--- config.mk ---
export PLATFORM = sky130hd
export DESIGN_NAME = indexed_ordered_list_unit
export DESIGN_NICKNAME = d
export VERILOG_FILES = /design/src/hdl/iol_pkg.sv /design/src/hdl/iol_div.sv /design/src/hdl/iol_dp.sv /design/src/hdl/iol_ctrl.sv /design/src/hdl/indexed_ordered_list_unit.sv
export VERILOG_INCLUDE_DIRS = /design/src /design/src/hdl
export SDC_FILE = /design/constraint.sdc
export NUM_CORES = 2
export LEC_CHECK = 0
export BUFFER_PORTS_ARGS = -buffer_cell sky130_fd_sc_hd__buf_2
export CAP_MARGIN = 40
export CORE_ASPECT_RATIO = 0.6
export CORE_MARGIN = 4
export CORE_UTILIZATION = 56
export CTS_CLUSTER_SIZE = 25
export DETAILED_ROUTE_END_ITERATION = 16
export PLACE_DENSITY_LB_ADDON = 0.08
export SLEW_MARGIN = 25
export SYNTH_ARGS = -nofsm -noshare
export SYNTH_HDL_FRONTEND = slang
export SYNTH_SLANG_ARGS = --single-unit
export TNS_END_PERCENT = 10
--- constraint.sdc ---
create_clock -name clk -period 5.2 [get_ports clk]
set_input_delay 0.78 -clock clk [delete_from_list [all_inputs] [get_ports clk]]
set_output_delay 0.78 -clock clk [all_outputs]
set_load 0.005 [all_outputs]
--- src/hdl/assert_macros.svh ---
// assertion macros shared by the list unit modules
// expects clk and rst_n in the scope of each use
`ifndef ASSERT_MACROS_SVH
`define ASSERT_MACROS_SVH

// property checked at every rising clock edge outside reset
`define ASSERT_CLK(label, prop, msg) \
  label: assert property (@(posedge clk) disable iff (!rst_n) prop) else $error(msg);

// condition that must never be seen outside reset
`define ASSERT_NEVER(label, cond, msg) \
  `ASSERT_CLK(label, !(cond), msg)

`endif

--- src/hdl/iol_pkg.sv ---
// shared types and constants of the indexed ordered list unit
// no dependencies
package iol_pkg;

  localparam int DEPTH    = 64;
  localparam int IDX_W    = 6;
  localparam int CNT_W    = 7;
  localparam int ITEM_W   = 16;
  localparam int FRAC_W   = 8;
  localparam int SUM_W    = ITEM_W + CNT_W - 1;
  localparam int DIVD_W   = SUM_W + FRAC_W;
  localparam int MEAN_W   = 24;
  localparam int STEP_W   = 5;
  localparam int CMD_W    = 3;
  localparam int IN_DW    = 24;
  localparam int OUT_DW   = 80;

  typedef enum logic [CMD_W-1:0] {
    CMD_PUSH   = 3'd0,
    CMD_POP    = 3'd1,
    CMD_REMOVE = 3'd2,
    CMD_GET    = 3'd3,
    CMD_CLEAR  = 3'd4,
    CMD_AVG    = 3'd5
  } cmd_t;

  // datapath operations issued by the controller
  typedef enum logic [4:0] {
    OP_NONE,
    OP_LATCH,
    OP_PUSH,
    OP_POP,
    OP_REMOVE,
    OP_GET_RD,
    OP_GET_CAP,
    OP_CLEAR,
    OP_SUM_START,
    OP_SH_RD,
    OP_SH_WR,
    OP_SH_END,
    OP_SUM_RD,
    OP_SUM_ACC,
    OP_DIV_START,
    OP_DIV_CAP,
    OP_FR_RD,
    OP_BK_RD,
    OP_BK_CAP,
    OP_LOAD_OUT
  } op_t;

  typedef struct packed {
    op_t op;
  } ctrl_t;

  typedef struct packed {
    logic [CMD_W-1:0] cmd;
    logic             cnt_zero;
    logic             cnt_full;
    logic             pos_ok;
    logic             shift_more;
    logic             sum_more;
    logic             div_busy;
  } stat_t;

endpackage

--- src/hdl/iol_div.sv ---
// restoring divider for the average: one quotient bit per cycle
// depends on iol_pkg
`include "assert_macros.svh"

module iol_div (
  input  logic                        clk,
  input  logic                        rst_n,
  input  logic                        start,
  input  logic [iol_pkg::DIVD_W-1:0]  dividend,
  input  logic [iol_pkg::CNT_W-1:0]   divisor,
  output logic                        busy,
  output logic [iol_pkg::MEAN_W-1:0]  quotient
);

  logic                        busy_r, busy_nxt;
  logic [iol_pkg::STEP_W-1:0]  step_r, step_nxt;
  logic [iol_pkg::DIVD_W-1:0]  quot_r, quot_nxt;
  logic [iol_pkg::CNT_W-1:0]   rem_r, rem_nxt;
  logic [iol_pkg::CNT_W-1:0]   dvsr_r, dvsr_nxt;
  logic [iol_pkg::CNT_W:0]     shifted;
  logic [iol_pkg::CNT_W:0]     diff;
  logic                        fits;

  always_comb begin
    busy_nxt = busy_r;
    step_nxt = step_r;
    quot_nxt = quot_r;
    rem_nxt  = rem_r;
    dvsr_nxt = dvsr_r;
    shifted  = {rem_r, quot_r[iol_pkg::DIVD_W-1]};
    diff     = shifted - {1'b0, dvsr_r};
    fits     = (shifted >= {1'b0, dvsr_r});
    if (start) begin
      busy_nxt = 1'b1;
      step_nxt = '0;
      quot_nxt = dividend;
      rem_nxt  = '0;
      dvsr_nxt = divisor;
    end else if (busy_r) begin
      rem_nxt  = fits ? diff[iol_pkg::CNT_W-1:0] : shifted[iol_pkg::CNT_W-1:0];
      quot_nxt = {quot_r[iol_pkg::DIVD_W-2:0], fits};
      step_nxt = step_r + iol_pkg::STEP_W'(1);
      if (step_r == iol_pkg::STEP_W'(iol_pkg::DIVD_W - 1)) begin
        busy_nxt = 1'b0;
      end
    end
  end

  always_ff @(posedge clk) begin
    if (!rst_n) begin
      busy_r <= 1'b0;
    end else begin
      busy_r <= busy_nxt;
    end
    step_r <= step_nxt;
    quot_r <= quot_nxt;
    rem_r  <= rem_nxt;
    dvsr_r <= dvsr_nxt;
  end

  assign busy     = busy_r;
  assign quotient = quot_r[iol_pkg::MEAN_W-1:0];

  // partial remainder stays below the divisor throughout
  `ASSERT_NEVER(a_div_rem, busy_r && (rem_r >= dvsr_r), "divider remainder out of range")

endmodule

--- src/hdl/iol_dp.sv ---
// datapath: item memory, count, walk index, sum, result registers
// depends on iol_pkg and iol_div
`include "assert_macros.svh"

module iol_dp (
  input  logic                        clk,
  input  logic                        rst_n,
  input  iol_pkg::ctrl_t              ctrl,
  output iol_pkg::stat_t              stat,
  input  logic                        cfg_we,
  input  logic [iol_pkg::ITEM_W-1:0]  cfg_value,
  input  logic [iol_pkg::CMD_W-1:0]   in_cmd,
  input  logic [iol_pkg::ITEM_W-1:0]  in_value,
  input  logic [iol_pkg::IDX_W-1:0]   in_position,
  output logic [iol_pkg::ITEM_W-1:0]  out_data,
  output logic                        out_ok,
  output logic [iol_pkg::CNT_W-1:0]   out_count,
  output logic [iol_pkg::ITEM_W-1:0]  out_front,
  output logic [iol_pkg::ITEM_W-1:0]  out_back,
  output logic [iol_pkg::MEAN_W-1:0]  out_mean
);

  logic [iol_pkg::ITEM_W-1:0] mem [iol_pkg::DEPTH];
  logic [iol_pkg::ITEM_W-1:0] rdata_r;

  logic [iol_pkg::ITEM_W-1:0] empty_value_r;
  logic [iol_pkg::CNT_W-1:0]  cnt_r, cnt_nxt;
  logic [iol_pkg::CMD_W-1:0]  cmd_r, cmd_nxt;
  logic [iol_pkg::ITEM_W-1:0] val_r, val_nxt;
  logic [iol_pkg::IDX_W-1:0]  pos_r, pos_nxt;
  logic [iol_pkg::CNT_W-1:0]  idx_r, idx_nxt;
  logic [iol_pkg::SUM_W-1:0]  sum_r, sum_nxt;
  logic [iol_pkg::ITEM_W-1:0] data_r, data_nxt;
  logic                       ok_r, ok_nxt;
  logic [iol_pkg::MEAN_W-1:0] mean_r, mean_nxt;
  logic [iol_pkg::ITEM_W-1:0] front_r, front_nxt;
  logic [iol_pkg::ITEM_W-1:0] back_r, back_nxt;

  logic [iol_pkg::ITEM_W-1:0] out_data_r, out_front_r, out_back_r;
  logic                       out_ok_r;
  logic [iol_pkg::CNT_W-1:0]  out_count_r;
  logic [iol_pkg::MEAN_W-1:0] out_mean_r;
  logic                       load_out;

  logic                       mem_we;
  logic [iol_pkg::IDX_W-1:0]  waddr, raddr;
  logic [iol_pkg::ITEM_W-1:0] wdata;
  logic [iol_pkg::CNT_W-1:0]  idx_inc;
  logic [iol_pkg::CNT_W-1:0]  last_idx;

  logic                       div_start;
  logic                       div_busy;
  logic [iol_pkg::MEAN_W-1:0] div_quot;

  iol_div u_div (
    .clk      (clk),
    .rst_n    (rst_n),
    .start    (div_start),
    .dividend ({sum_r, {iol_pkg::FRAC_W{1'b0}}}),
    .divisor  (cnt_r),
    .busy     (div_busy),
    .quotient (div_quot)
  );

  assign idx_inc  = idx_r + iol_pkg::CNT_W'(1);
  assign last_idx = cnt_r - iol_pkg::CNT_W'(1);

  always_comb begin
    cnt_nxt   = cnt_r;
    cmd_nxt   = cmd_r;
    val_nxt   = val_r;
    pos_nxt   = pos_r;
    idx_nxt   = idx_r;
    sum_nxt   = sum_r;
    data_nxt  = data_r;
    ok_nxt    = ok_r;
    mean_nxt  = mean_r;
    front_nxt = front_r;
    back_nxt  = back_r;
    mem_we    = 1'b0;
    waddr     = cnt_r[iol_pkg::IDX_W-1:0];
    wdata     = val_r;
    raddr     = '0;
    div_start = 1'b0;
    load_out  = 1'b0;
    case (ctrl.op)
      iol_pkg::OP_LATCH: begin
        cmd_nxt  = in_cmd;
        val_nxt  = in_value;
        pos_nxt  = in_position;
        data_nxt = empty_value_r;
        ok_nxt   = 1'b0;
        mean_nxt = '0;
      end
      iol_pkg::OP_PUSH: begin
        mem_we  = 1'b1;
        cnt_nxt = cnt_r + iol_pkg::CNT_W'(1);
        ok_nxt  = 1'b1;
      end
      iol_pkg::OP_POP: begin
        data_nxt = front_r;
        ok_nxt   = 1'b1;
        idx_nxt  = '0;
      end
      iol_pkg::OP_REMOVE: begin
        ok_nxt  = 1'b1;
        idx_nxt = {1'b0, pos_r};
      end
      iol_pkg::OP_GET_RD: begin
        raddr  = pos_r;
        ok_nxt = 1'b1;
      end
      iol_pkg::OP_GET_CAP: begin
        data_nxt = rdata_r;
      end
      iol_pkg::OP_CLEAR: begin
        cnt_nxt = '0;
        ok_nxt  = 1'b1;
      end
      iol_pkg::OP_SUM_START: begin
        sum_nxt = '0;
        idx_nxt = '0;
        ok_nxt  = 1'b1;
      end
      iol_pkg::OP_SH_RD: begin
        raddr = idx_inc[iol_pkg::IDX_W-1:0];
      end
      iol_pkg::OP_SH_WR: begin
        mem_we  = 1'b1;
        waddr   = idx_r[iol_pkg::IDX_W-1:0];
        wdata   = rdata_r;
        idx_nxt = idx_inc;
      end
      iol_pkg::OP_SH_END: begin
        cnt_nxt = last_idx;
      end
      iol_pkg::OP_SUM_RD: begin
        raddr = idx_r[iol_pkg::IDX_W-1:0];
      end
      iol_pkg::OP_SUM_ACC: begin
        sum_nxt = sum_r + iol_pkg::SUM_W'(rdata_r);
        idx_nxt = idx_inc;
      end
      iol_pkg::OP_DIV_START: begin
        div_start = 1'b1;
      end
      iol_pkg::OP_DIV_CAP: begin
        mean_nxt = div_quot;
      end
      iol_pkg::OP_FR_RD: begin
        raddr = '0;
      end
      iol_pkg::OP_BK_RD: begin
        front_nxt = rdata_r;
        raddr     = last_idx[iol_pkg::IDX_W-1:0];
      end
      iol_pkg::OP_BK_CAP: begin
        back_nxt = rdata_r;
      end
      iol_pkg::OP_LOAD_OUT: begin
        load_out = 1'b1;
      end
      default: begin
      end
    endcase
  end

  // item memory: one write port, one registered read port
  always_ff @(posedge clk) begin
    if (mem_we) begin
      mem[waddr] <= wdata;
    end
    rdata_r <= mem[raddr];
  end

  always_ff @(posedge clk) begin
    if (!rst_n) begin
      cnt_r         <= '0;
      empty_value_r <= '0;
    end else begin
      cnt_r <= cnt_nxt;
      if (cfg_we) begin
        empty_value_r <= cfg_value;
      end
    end
    cmd_r   <= cmd_nxt;
    val_r   <= val_nxt;
    pos_r   <= pos_nxt;
    idx_r   <= idx_nxt;
    sum_r   <= sum_nxt;
    data_r  <= data_nxt;
    ok_r    <= ok_nxt;
    mean_r  <= mean_nxt;
    front_r <= front_nxt;
    back_r  <= back_nxt;
    if (load_out) begin
      out_data_r  <= data_r;
      out_ok_r    <= ok_r;
      out_count_r <= cnt_r;
      out_front_r <= (cnt_r == '0) ? empty_value_r : front_r;
      out_back_r  <= (cnt_r == '0) ? empty_value_r : back_r;
      out_mean_r  <= mean_r;
    end
  end

  always_comb begin
    stat.cmd        = cmd_r;
    stat.cnt_zero   = (cnt_r == '0);
    stat.cnt_full   = (cnt_r == iol_pkg::CNT_W'(iol_pkg::DEPTH));
    stat.pos_ok     = ({1'b0, pos_r} < cnt_r);
    stat.shift_more = (idx_inc < cnt_r);
    stat.sum_more   = (idx_r < cnt_r);
    stat.div_busy   = div_busy;
  end

  assign out_data  = out_data_r;
  assign out_ok    = out_ok_r;
  assign out_count = out_count_r;
  assign out_front = out_front_r;
  assign out_back  = out_back_r;
  assign out_mean  = out_mean_r;

  `ASSERT_NEVER(a_cnt_range, cnt_r > iol_pkg::CNT_W'(iol_pkg::DEPTH), "item count above depth")

endmodule

--- src/hdl/iol_ctrl.sv ---
// controller: sequences each command through the datapath, owns out_tvalid
// depends on iol_pkg
`include "assert_macros.svh"

module iol_ctrl (
  input  logic            clk,
  input  logic            rst_n,
  input  logic            in_tvalid,
  output logic            in_tready,
  output logic            out_tvalid,
  input  logic            out_tready,
  input  iol_pkg::stat_t  stat,
  output iol_pkg::ctrl_t  ctrl
);

  typedef enum logic [12:0] {
    S_IDLE    = 13'b0000000000001,
    S_DECODE  = 13'b0000000000010,
    S_GET     = 13'b0000000000100,
    S_SH_RD   = 13'b0000000001000,
    S_SH_WR   = 13'b0000000010000,
    S_SUM_RD  = 13'b0000000100000,
    S_SUM_ACC = 13'b0000001000000,
    S_DIV     = 13'b0000010000000,
    S_FR_RD   = 13'b0000100000000,
    S_BK_RD   = 13'b0001000000000,
    S_BK_CAP  = 13'b0010000000000,
    S_DONE    = 13'b0100000000000,
    S_SPARE   = 13'b1000000000000
  } state_t;

  state_t state_r, state_nxt;
  logic   out_valid_r, out_valid_nxt;
  logic   slot_free;

  assign slot_free = !out_valid_r || out_tready;

  always_comb begin
    state_nxt     = state_r;
    ctrl.op       = iol_pkg::OP_NONE;
    in_tready     = 1'b0;
    out_valid_nxt = out_valid_r && !out_tready;
    case (state_r)
      S_IDLE: begin
        in_tready = 1'b1;
        if (in_tvalid) begin
          ctrl.op   = iol_pkg::OP_LATCH;
          state_nxt = S_DECODE;
        end
      end
      S_DECODE: begin
        state_nxt = S_FR_RD;
        case (stat.cmd)
          iol_pkg::CMD_PUSH: begin
            if (!stat.cnt_full) begin
              ctrl.op = iol_pkg::OP_PUSH;
            end
          end
          iol_pkg::CMD_POP: begin
            if (!stat.cnt_zero) begin
              ctrl.op   = iol_pkg::OP_POP;
              state_nxt = S_SH_RD;
            end
          end
          iol_pkg::CMD_REMOVE: begin
            if (stat.pos_ok) begin
              ctrl.op   = iol_pkg::OP_REMOVE;
              state_nxt = S_SH_RD;
            end
          end
          iol_pkg::CMD_GET: begin
            if (stat.pos_ok) begin
              ctrl.op   = iol_pkg::OP_GET_RD;
              state_nxt = S_GET;
            end
          end
          iol_pkg::CMD_CLEAR: begin
            ctrl.op = iol_pkg::OP_CLEAR;
          end
          iol_pkg::CMD_AVG: begin
            if (!stat.cnt_zero) begin
              ctrl.op   = iol_pkg::OP_SUM_START;
              state_nxt = S_SUM_RD;
            end
          end
          default: begin
          end
        endcase
      end
      S_GET: begin
        ctrl.op   = iol_pkg::OP_GET_CAP;
        state_nxt = S_FR_RD;
      end
      S_SH_RD: begin
        if (stat.shift_more) begin
          ctrl.op   = iol_pkg::OP_SH_RD;
          state_nxt = S_SH_WR;
        end else begin
          ctrl.op   = iol_pkg::OP_SH_END;
          state_nxt = S_FR_RD;
        end
      end
      S_SH_WR: begin
        ctrl.op   = iol_pkg::OP_SH_WR;
        state_nxt = S_SH_RD;
      end
      S_SUM_RD: begin
        if (stat.sum_more) begin
          ctrl.op   = iol_pkg::OP_SUM_RD;
          state_nxt = S_SUM_ACC;
        end else begin
          ctrl.op   = iol_pkg::OP_DIV_START;
          state_nxt = S_DIV;
        end
      end
      S_SUM_ACC: begin
        ctrl.op   = iol_pkg::OP_SUM_ACC;
        state_nxt = S_SUM_RD;
      end
      S_DIV: begin
        if (!stat.div_busy) begin
          ctrl.op   = iol_pkg::OP_DIV_CAP;
          state_nxt = S_FR_RD;
        end
      end
      S_FR_RD: begin
        ctrl.op   = iol_pkg::OP_FR_RD;
        state_nxt = S_BK_RD;
      end
      S_BK_RD: begin
        ctrl.op   = iol_pkg::OP_BK_RD;
        state_nxt = S_BK_CAP;
      end
      S_BK_CAP: begin
        ctrl.op   = iol_pkg::OP_BK_CAP;
        state_nxt = S_DONE;
      end
      S_DONE: begin
        // wait until the output register is empty or being drained
        if (slot_free) begin
          ctrl.op       = iol_pkg::OP_LOAD_OUT;
          out_valid_nxt = 1'b1;
          state_nxt     = S_IDLE;
        end
      end
      default: begin
        state_nxt = S_IDLE;
      end
    endcase
  end

  always_ff @(posedge clk) begin
    if (!rst_n) begin
      state_r     <= S_IDLE;
      out_valid_r <= 1'b0;
    end else begin
      state_r     <= state_nxt;
      out_valid_r <= out_valid_nxt;
    end
  end

  assign out_tvalid = out_valid_r;

  `ASSERT_CLK(a_accept_decode, (in_tvalid && in_tready) |=> (state_r == S_DECODE), "accepted word not decoded")
  `ASSERT_CLK(a_done_holds, (state_r == S_DONE && out_valid_r && !out_tready) |=> (state_r == S_DONE), "result loaded over a pending word")

endmodule

--- src/hdl/indexed_ordered_list_unit.sv ---
// Indexed ordered list unit
// Holds up to 64 16-bit items in a single-port-write, registered-read memory.
// Input word: in_tuser carries the command (push_back, pop_front, remove_at,
// get_at, clear, average); in_tdata carries the value and the position.
// Each input word gives exactly one output word with the item read, the
// count, front and back items and the Q16.8 average; out_tuser is the ok flag.
// cfg_data written over cfg_valid/cfg_ready sets the value reported for an
// empty list or an out-of-range index; write it only while the unit is idle.
// One word is in flight at a time; the next word is accepted in the cycle after
// the result is loaded. After decode, push, clear and failed commands go on to
// the front and back reads; get_at first captures the item read; pop and
// remove_at move each later entry down one place; average sums the entries,
// then waits for the one-bit-per-cycle divider. The moving and summing loops
// take each entry through the memory read port, in a read state and then a
// write or add state. A new word is accepted while the previous result still
// waits in the output register; a stalled receiver holds the result and, once
// the next result is ready, holds back further work. Reset (rst_n, synchronous)
// empties the list and clears the empty value to zero.
// depends on iol_pkg, iol_ctrl, iol_dp

module indexed_ordered_list_unit (
  input  logic                         clk,
  input  logic                         rst_n,
  input  logic                         in_tvalid,
  output logic                         in_tready,
  input  logic [iol_pkg::IN_DW-1:0]    in_tdata,   // value[15:0], position[21:16], zero pad
  input  logic [iol_pkg::CMD_W-1:0]    in_tuser,   // cmd[2:0]
  output logic                         out_tvalid,
  input  logic                         out_tready,
  output logic [iol_pkg::OUT_DW-1:0]   out_tdata,  // data, count, front_item, back_item, mean_q8, pad
  output logic                         out_tuser,  // ok
  input  logic                         cfg_valid,
  output logic                         cfg_ready,
  input  logic [iol_pkg::ITEM_W-1:0]   cfg_data    // empty_value
);

  iol_pkg::ctrl_t              ctrl;
  iol_pkg::stat_t              stat;
  logic [iol_pkg::ITEM_W-1:0]  o_data, o_front, o_back;
  logic                        o_ok;
  logic [iol_pkg::CNT_W-1:0]   o_count;
  logic [iol_pkg::MEAN_W-1:0]  o_mean;

  assign cfg_ready = 1'b1;

  iol_ctrl u_ctrl (
    .clk        (clk),
    .rst_n      (rst_n),
    .in_tvalid  (in_tvalid),
    .in_tready  (in_tready),
    .out_tvalid (out_tvalid),
    .out_tready (out_tready),
    .stat       (stat),
    .ctrl       (ctrl)
  );

  iol_dp u_dp (
    .clk         (clk),
    .rst_n       (rst_n),
    .ctrl        (ctrl),
    .stat        (stat),
    .cfg_we      (cfg_valid),
    .cfg_value   (cfg_data),
    .in_cmd      (in_tuser),
    .in_value    (in_tdata[15:0]),
    .in_position (in_tdata[21:16]),
    .out_data    (o_data),
    .out_ok      (o_ok),
    .out_count   (o_count),
    .out_front   (o_front),
    .out_back    (o_back),
    .out_mean    (o_mean)
  );

  assign out_tdata = {1'b0, o_mean, o_back, o_front, o_count, o_data};
  assign out_tuser = o_ok;

endmodule

=== After elaboration in Yosys (flattened, before gate mapping) ===
Memory sizes are Yosys's and may differ from the RTL's. A register that Yosys moved wholly into a read port is not among the register bits.
Cells that the tools add are included.

* Add/sub/neg operators: 6
* Multiplexer cells: 48
* Reduce and logical (&&, ||, !) cells: 18
* Magnitude comparators: 4
* Eq/ne operators: 40

{| class="wikitable"
|+ Operators by type and width
! operator !! number
|-
| 13-bit one-hot mux with 12 select lines || 1
|-
| 30-bit two-way mux || 2
|-
| 5-bit one-hot mux with 12 select lines || 1
|-
| 13-bit one-hot mux with 4 select lines || 1
|-
| 16-bit two-way mux || 3
|-
| 16-bit one-hot mux with 3 select lines || 1
|-
| 24-bit one-hot mux with 2 select lines || 1
|-
| 9-bit two-way mux || 5
|-
| 22-bit one-hot mux with 2 select lines || 1
|-
| 7-bit one-hot mux with 3 select lines || 2
|-
| 5-bit by 4-bit == test with 1-bit output (second input constant) || 8
|-
| 13-bit two-way mux || 3
|-
| 5-bit one-hot mux with 6 select lines || 1
|-
| 6-bit one-hot mux with 4 select lines || 1
|-
| 22-bit by 16-bit adder with 22-bit output || 1
|-
| 5-bit by 3-bit == test with 1-bit output (second input constant) || 4
|-
| 5-bit == test (second input constant) || 4
|-
| 7-bit by 1-bit adder with 7-bit output (second input constant) || 2
|-
| 7-bit less-than comparator || 2
|-
| 13-bit by 1-bit == test with 1-bit output (second input constant) || 1
|-
| 13-bit by 10-bit == test with 1-bit output (second input constant) || 1
|-
| 13-bit by 11-bit == test with 1-bit output (second input constant) || 1
|-
| 13-bit by 12-bit == test with 1-bit output (second input constant) || 1
|-
| 13-bit by 2-bit == test with 1-bit output (second input constant) || 1
|-
| 39 further kinds || 67
|}

* Memory bits (writable): 1024
* Logic and storage cells: 143
* Input port bits: 48
* Memories kept: 1
* Output and inout bits: 84
* Register bits: 294

{| class="wikitable"
|+ Memory list
! memory !! depth !! bits a word !! rd ports !! clocked after memory_dff !! wr ports !! line !! RTL
|-
| u_dp.mem || 64 || 16 || 1 || 1 || 1 || iol_dp.sv:23 || <nowiki>logic [iol_pkg::ITEM_W-1:0] mem [iol_pkg::DEPTH];</nowiki>
|}

=== Longest topological paths before layout ===
* Depth in word-level cells: 9
* Mapped depth: 23
* Gate-level depth less buffers: 16

=== Hierarchy ===
Synthesis repeated with hierarchy kept, for this count alone.

* Cells, all modules: 4147
* Area, all modules: 55328.1 um^2

{| class="wikitable"
|+ Modules (own cells, without submodules)
! module !! cells each !! area each (um^2) !! times used
|-
| iol_dp || 3800 || 51608.2 || 1
|-
| iol_div || 228 || 2737.6 || 1
|-
| iol_ctrl || 115 || 959.7 || 1
|-
| indexed_ordered_list_unit || 4 || 22.5 || 1
|}

=== Worst setup path before layout ===
Ideal clock, no wire load.

* Path kind: flip-flop to flip-flop
* Start point: reg u_ctrl.state_r[3]
* End point: reg u_dp.out_back_r, in the netlist u_dp.out_back[0] (enable)
* Buffers on the path: 2
* Setup slack: -0.022 ns
* Setup time: 0.519 ns
* Data required time: 4.681 ns
* Cell stages (with the launch flop): 7
* Data arrival time: 4.703 ns
* Cell sequence: dfxtp_1 -> buf_2 -> nor3_1 -> buf_4 -> nand3_2 -> or3_1 -> nor2_1

* Cells in the longest elaborated chain, start to end: 4
* Elaborated cells between the ends (all ways): 15
* Classes of those cells: 13 x eq/ne; 2 x mux

{| class="wikitable"
|+ Ends and longest elaborated chain
! item !! line !! RTL
|-
| start: declaration || iol_ctrl.sv:32 || <nowiki>state_t state_r, state_nxt;</nowiki>
|-
| start signal: assignment || iol_ctrl.sv:157 || <nowiki>state_r <= state_nxt;</nowiki>
|-
| 13-bit by 12-bit == test with 1-bit output, or another cell as far along || iol_ctrl.sv:43 || <nowiki>case (state_r)</nowiki>
|-
| 5-bit one-hot mux with 12 select lines (*) || iol_ctrl.sv:43 ||
|-
| 5-bit == test (*) || iol_dp.sv:86 || <nowiki>case (ctrl.op)</nowiki>
|-
| 1-bit two-way mux (*) || iol_dp.sv:86 ||
|-
| end signal: assignment || iol_dp.sv:201 || <nowiki>out_back_r <= (cnt_r == '0) ? empty_value_r : back_r;</nowiki>
|-
| end: declaration || iol_dp.sv:39 || <nowiki>logic [iol_pkg::ITEM_W-1:0] out_data_r, out_front_r, out_back_r;</nowiki>
|}

Mark *: on every way between the ends. The rest lies on a longest branch, timed or not.
A chain may end at the register's enable or synchronous reset.

=== Worst setup path in the final report ===
* Start point: reg u_dp.cnt_r[1] in the netlist's numbering
* End point: reg u_dp.rdata_r[5] in the netlist's numbering, read port of u_dp.mem

* Cells in the longest elaborated chain, start to end: 6
* Elaborated cells between the ends (all ways): 20
* Classes of those cells: 1 x add/sub; 3 x order compare; 5 x eq/ne; 10 x mux; 1 x reduce/logical

{| class="wikitable"
|+ Ends and longest elaborated chain
! item !! line !! RTL
|-
| start: declaration || iol_dp.sv:27 || <nowiki>logic [iol_pkg::CNT_W-1:0] cnt_r, cnt_nxt;</nowiki>
|-
| start signal: assignment || iol_dp.sv:181 || <nowiki>cnt_r <= cnt_nxt;</nowiki>
|-
| 6-bit by 7-bit less-than comparator with 1-bit output, or another cell as far along || iol_dp.sv:210 || <nowiki>stat.pos_ok = ({1'b0, pos_r} < cnt_r);</nowiki>
|-
| 3-bit two-way mux, or another cell as far along || iol_ctrl.sv:72 || <nowiki>if (stat.pos_ok) begin</nowiki>
|-
| 5-bit one-hot mux with 6 select lines || iol_ctrl.sv:53 || <nowiki>case (stat.cmd)</nowiki>
|-
| 5-bit one-hot mux with 12 select lines || iol_ctrl.sv:43 ||
|-
| 5-bit == test, or another cell as far along || iol_dp.sv:86 ||
|-
| 6-bit one-hot mux with 4 select lines (*) || iol_dp.sv:86 ||
|-
| end: declaration || iol_dp.sv:24 || <nowiki>logic [iol_pkg::ITEM_W-1:0] rdata_r;</nowiki>
|}

Marks and branches as above.

==> results.sh <==
export IMPL_synth_ff_type="edfxtp_1"
export IMPL_htree_levels=3
export IMPL_p_clk_share_pct=41.6
export IMPL_grt_ovfl_total=0
export IMPL_cts_root_buf="clkbuf_16"
export IMPL_relSlewSlack_pct=43.31
export IMPL_p_comb_share_pct=2.3
export IMPL_fp_dieH_um=249.9
export IMPL_final_cells=5687
export IMPL_min_period_ps=5040
export IMPL_worst_setup_path_start_kind="flop"
export IMPL_swShare_pct=20.56
export IMPL_drc=0
export IMPL_synth_mux_area_share_pct=4.695
export IMPL_crit_chain="inv_1 > ha_1 > nor3b_4 > and3_1 > buf_6 > o21ai_1 > a2111oi_2 > and3_1 > nand2_1 > a222oi_1 > buf_4 > buf_12 > buf_4 > mux2i_1 > o22a_1 > nand4_1 > buf_4 > and4_1"
export IMPL_dieArea_um2=102700
export IMPL_drt_pass1_iterations=8
export IMPL_synth_compound_area_share_pct=6.620
export IMPL_p_sw_uw=4338
export IMPL_synth_xor_area_share_pct=0.5453
export IMPL_cts_clk_slew_worst_paths_ps=70
export IMPL_period_share_pct=96.91
export IMPL_gp_congestion=0.9298
export IMPL_numCtsBuffers=117
export IMPL_hold_buffers=0
export IMPL_async_reset_ff_share_pct=0
export IMPL_timing_fmax_mhz=198.4
export IMPL_hp_class="input pin to flop"
export IMPL_drive_gt1_share_pct=17.78
export IMPL_start_util_pct=56.61
export IMPL_yosys_warnings=0
export IMPL_fin_skew_ps=41.66
export IMPL_grt_pass1_wl_um=228500
export IMPL_drtIter0Drc=5284
export IMPL_nets=4374
export IMPL_routed_wirelength_um=156500
export IMPL_grt_max_degree=76
export IMPL_crit_family="simple AND/OR/NAND/NOR gates"
export IMPL_area_delta_synth_final_pct=15.37
export IMPL_grt_pass1_vias=33050
export IMPL_crit_top_cell="buf_4"
export IMPL_insertion_delay_ps=740
export IMPL_seq_power_share_pct=56.1
export IMPL_rsz0062_at_grt="true"
export IMPL_hold_viol=0
export IMPL_status="completed"
export IMPL_end_kind="flop"
export IMPL_die_x_um=411.1
export IMPL_cts_tree="yes"
export IMPL_cp_data_required_time_ps=5820
export IMPL_ioPinCount=132
export IMPL_core_area_um2=96450
export IMPL_power_leakage_uw=0.02200
export IMPL_seq_area_frac_synth_pct=71.97
export IMPL_wl_per_cell_um=27.52
export IMPL_worstMarginPinSlew_ps=850.3
export IMPL_clockBufferDepth=3
export IMPL_synth_edf_count=1260
export IMPL_drv_slew=0
export IMPL_track_usage_pct=30.33
export IMPL_placedCellCount=5454
export IMPL_path_buf_inv=6
export IMPL_critPathKind="flop to flop"
export IMPL_fin_ws_ps=160.5
export IMPL_finalSetupViolCount=0
export IMPL_synth_top_family_by_area="simple AND/OR/NAND/NOR gates"
export IMPL_pre_cts_ws_ps=-44.55
export IMPL_num_vias=35560
export IMPL_portBuffers=127
export IMPL_avgSynthCellArea_um2=13.89
export IMPL_cp_arrival_ps=5660
export IMPL_syn_nets=4025
export IMPL_p_int_uw=16760
export IMPL_ys_ff_latch=1333
export IMPL_syn_area_um2=54600
export IMPL_clock_sinks=1333
export IMPL_peakVddDrop_uv=320.0
export IMPL_dp_hpwl_um=106300
export IMPL_synthCells=3930
export IMPL_synthSimpleGateAreaFrac_pct=12.83
export IMPL_synthAdderAreaFrac_pct=1.104
export IMPL_maxCapViolations=0
export IMPL_cp_max_fo=28
export IMPL_ys_types=93
export IMPL_slowest_stage="a222oi_1"
export IMPL_vias_per_cell=6.253
export IMPL_antenna_found_initial=7
export IMPL_power_density_nw_per_um2=334.9
export IMPL_max_stage_delay_ps=400
export IMPL_detail_route_antenna_nets=0
export IMPL_rows=88
cell usage in the layout, fill, tap and decap left out, drive strengths merged, types with 73 or more instances in the layout:
cell type and instances:
edfxtp 1260, dfxtp 73, a211oi 78, clkbuf 141, a31oi 80, nor2 209, o21ai 97, buf 454
nand2 762, a21oi 77, and3 84, mux2i 111, nand3 276
cell usage after synthesis, drive strengths merged, types with 5 or more instances:
cell type	number	area, µm²
a22oi	58	435.4
xor2	15	131.4
nor2	209	787.0
a31o	12	105.1
o22a	7	61.31
dfxtp	73	1461
and4b	5	50.05
nand2	762	2860
nor3	40	222.7
o22ai	11	68.82
a211oi	78	595.6
o21ai	97	485.5
a31oi	80	500.5
a2111oi	6	55.05
nor2b	19	118.9
or3	6	37.54
nand2b	17	106.4
or2	7	43.80
buf	105	613.1
mux2i	111	1111
mux4	64	1441
a221oi	5	43.79
nor3b	5	48.80
and2	33	207.7
a21o	12	90.09
a22o	13	113.9
ha	45	563.0
nand4	39	250.2
nand3	276	1386
inv	40	150.1
edfxtp	1260	37840
and4	10	87.58
o31ai	10	80.07
a21oi	77	392.9
o21a	9	67.56
clkbuf	120	450.4
a32oi	6	52.55
and3	84	525.5
nor4	15	145.1
xnor2	19	166.4
final timing paths:
check	from	to	slack, ps	cells after the start
max	u_dp.cnt_r[1]	u_dp.rdata_r[5]	160	18
min	in_tdata[12]	u_dp.val_r[12]	220	1
max reg2reg	u_dp.cnt_r[1]	u_dp.rdata_r[5]	160	18
min reg2reg	u_dp.mean_r[10]	u_dp.out_mean[10]	420	0
cell type report:
class	count	area, µm²
multi-input combinational	2332	14360
clock buffer	140	3077
timing repair buffer	455	3694
clock inverter	81	782.0
inverter	40	150.1
sequential	1333	39300
fill	7181	33450
antenna	1	2.502
tap	1305	1633
metal layers:
layer	global-route usage, %	vias up	part of all wire [%]
li1	-	15550	-
met1	49.30	17770	44
met2	40.27	2029	40
met3	9.240	213	13
met4	5.864	2	1.8
met5	0	-	0.0083
what timing repair did:
action,CTS,global route
resized for setup,1,9
setup endpoints to repair,1,16
pin swaps,0,4
setup buffers,0,7
registers in the layout (all words and copies together) (netlist names), 3 cells and up:
signal,count
u_dp.cmd_r,3
u_dp.mean_r,24
u_dp.u_div.rem_r,7
u_dp.data_r,16
u_dp.back_r,16
u_dp.rdata_r,16
u_dp.cnt_r,7
u_dp.u_div.quot_r,30
u_dp.idx_r,7
u_dp.out_mean,24
u_dp.out_front,16
u_dp.val_r,16
u_dp.mem,1024
u_dp.pos_r,6
u_dp.sum_r,22
u_ctrl.state_r,12
u_dp.front_r,16
u_dp.out_count,7
u_dp.empty_value_r,16
u_dp.u_div.step_r,5
u_dp.out_data,16
u_dp.u_div.dvsr_r,7
u_dp.out_back,16
cell families after synthesis:
logic type                 Yosys count
and+or+nand+nor                   1542
DFF                               1333
AOI/OAI and AO/OA                  531
buffers and inverters              265
muxes                              176
adders and majority gates           47
xor gates and xnor gates            34
other                                2
through the flow:
step                      total power, µW  area, µm²  setup TNS [ps]  hold WS, ps  util, %
after floorplan                     12290      54610               0        400.3        -
after global placement              12510      58730               0        402.9    60.89
after detailed placement            12540      58960          -44.55        404.5    61.13
after CTS                           21200      62830               0        168.5    65.14
after global routing                21730      63000          -62.18        174.5    65.31
final                               21100      63000               0        219.9    65.32
power groups by stage:
stage	registers [µW]	clock network, µW	logic, µW
after floorplan	12100	0	217
after global placement	12100	0	432
after detailed placement	12100	0	462
after CTS	11800	8890	463
after global routing	11800	9380	512
final	11800	8780	479
Note: power is estimated with default switching activity, not from simulation.
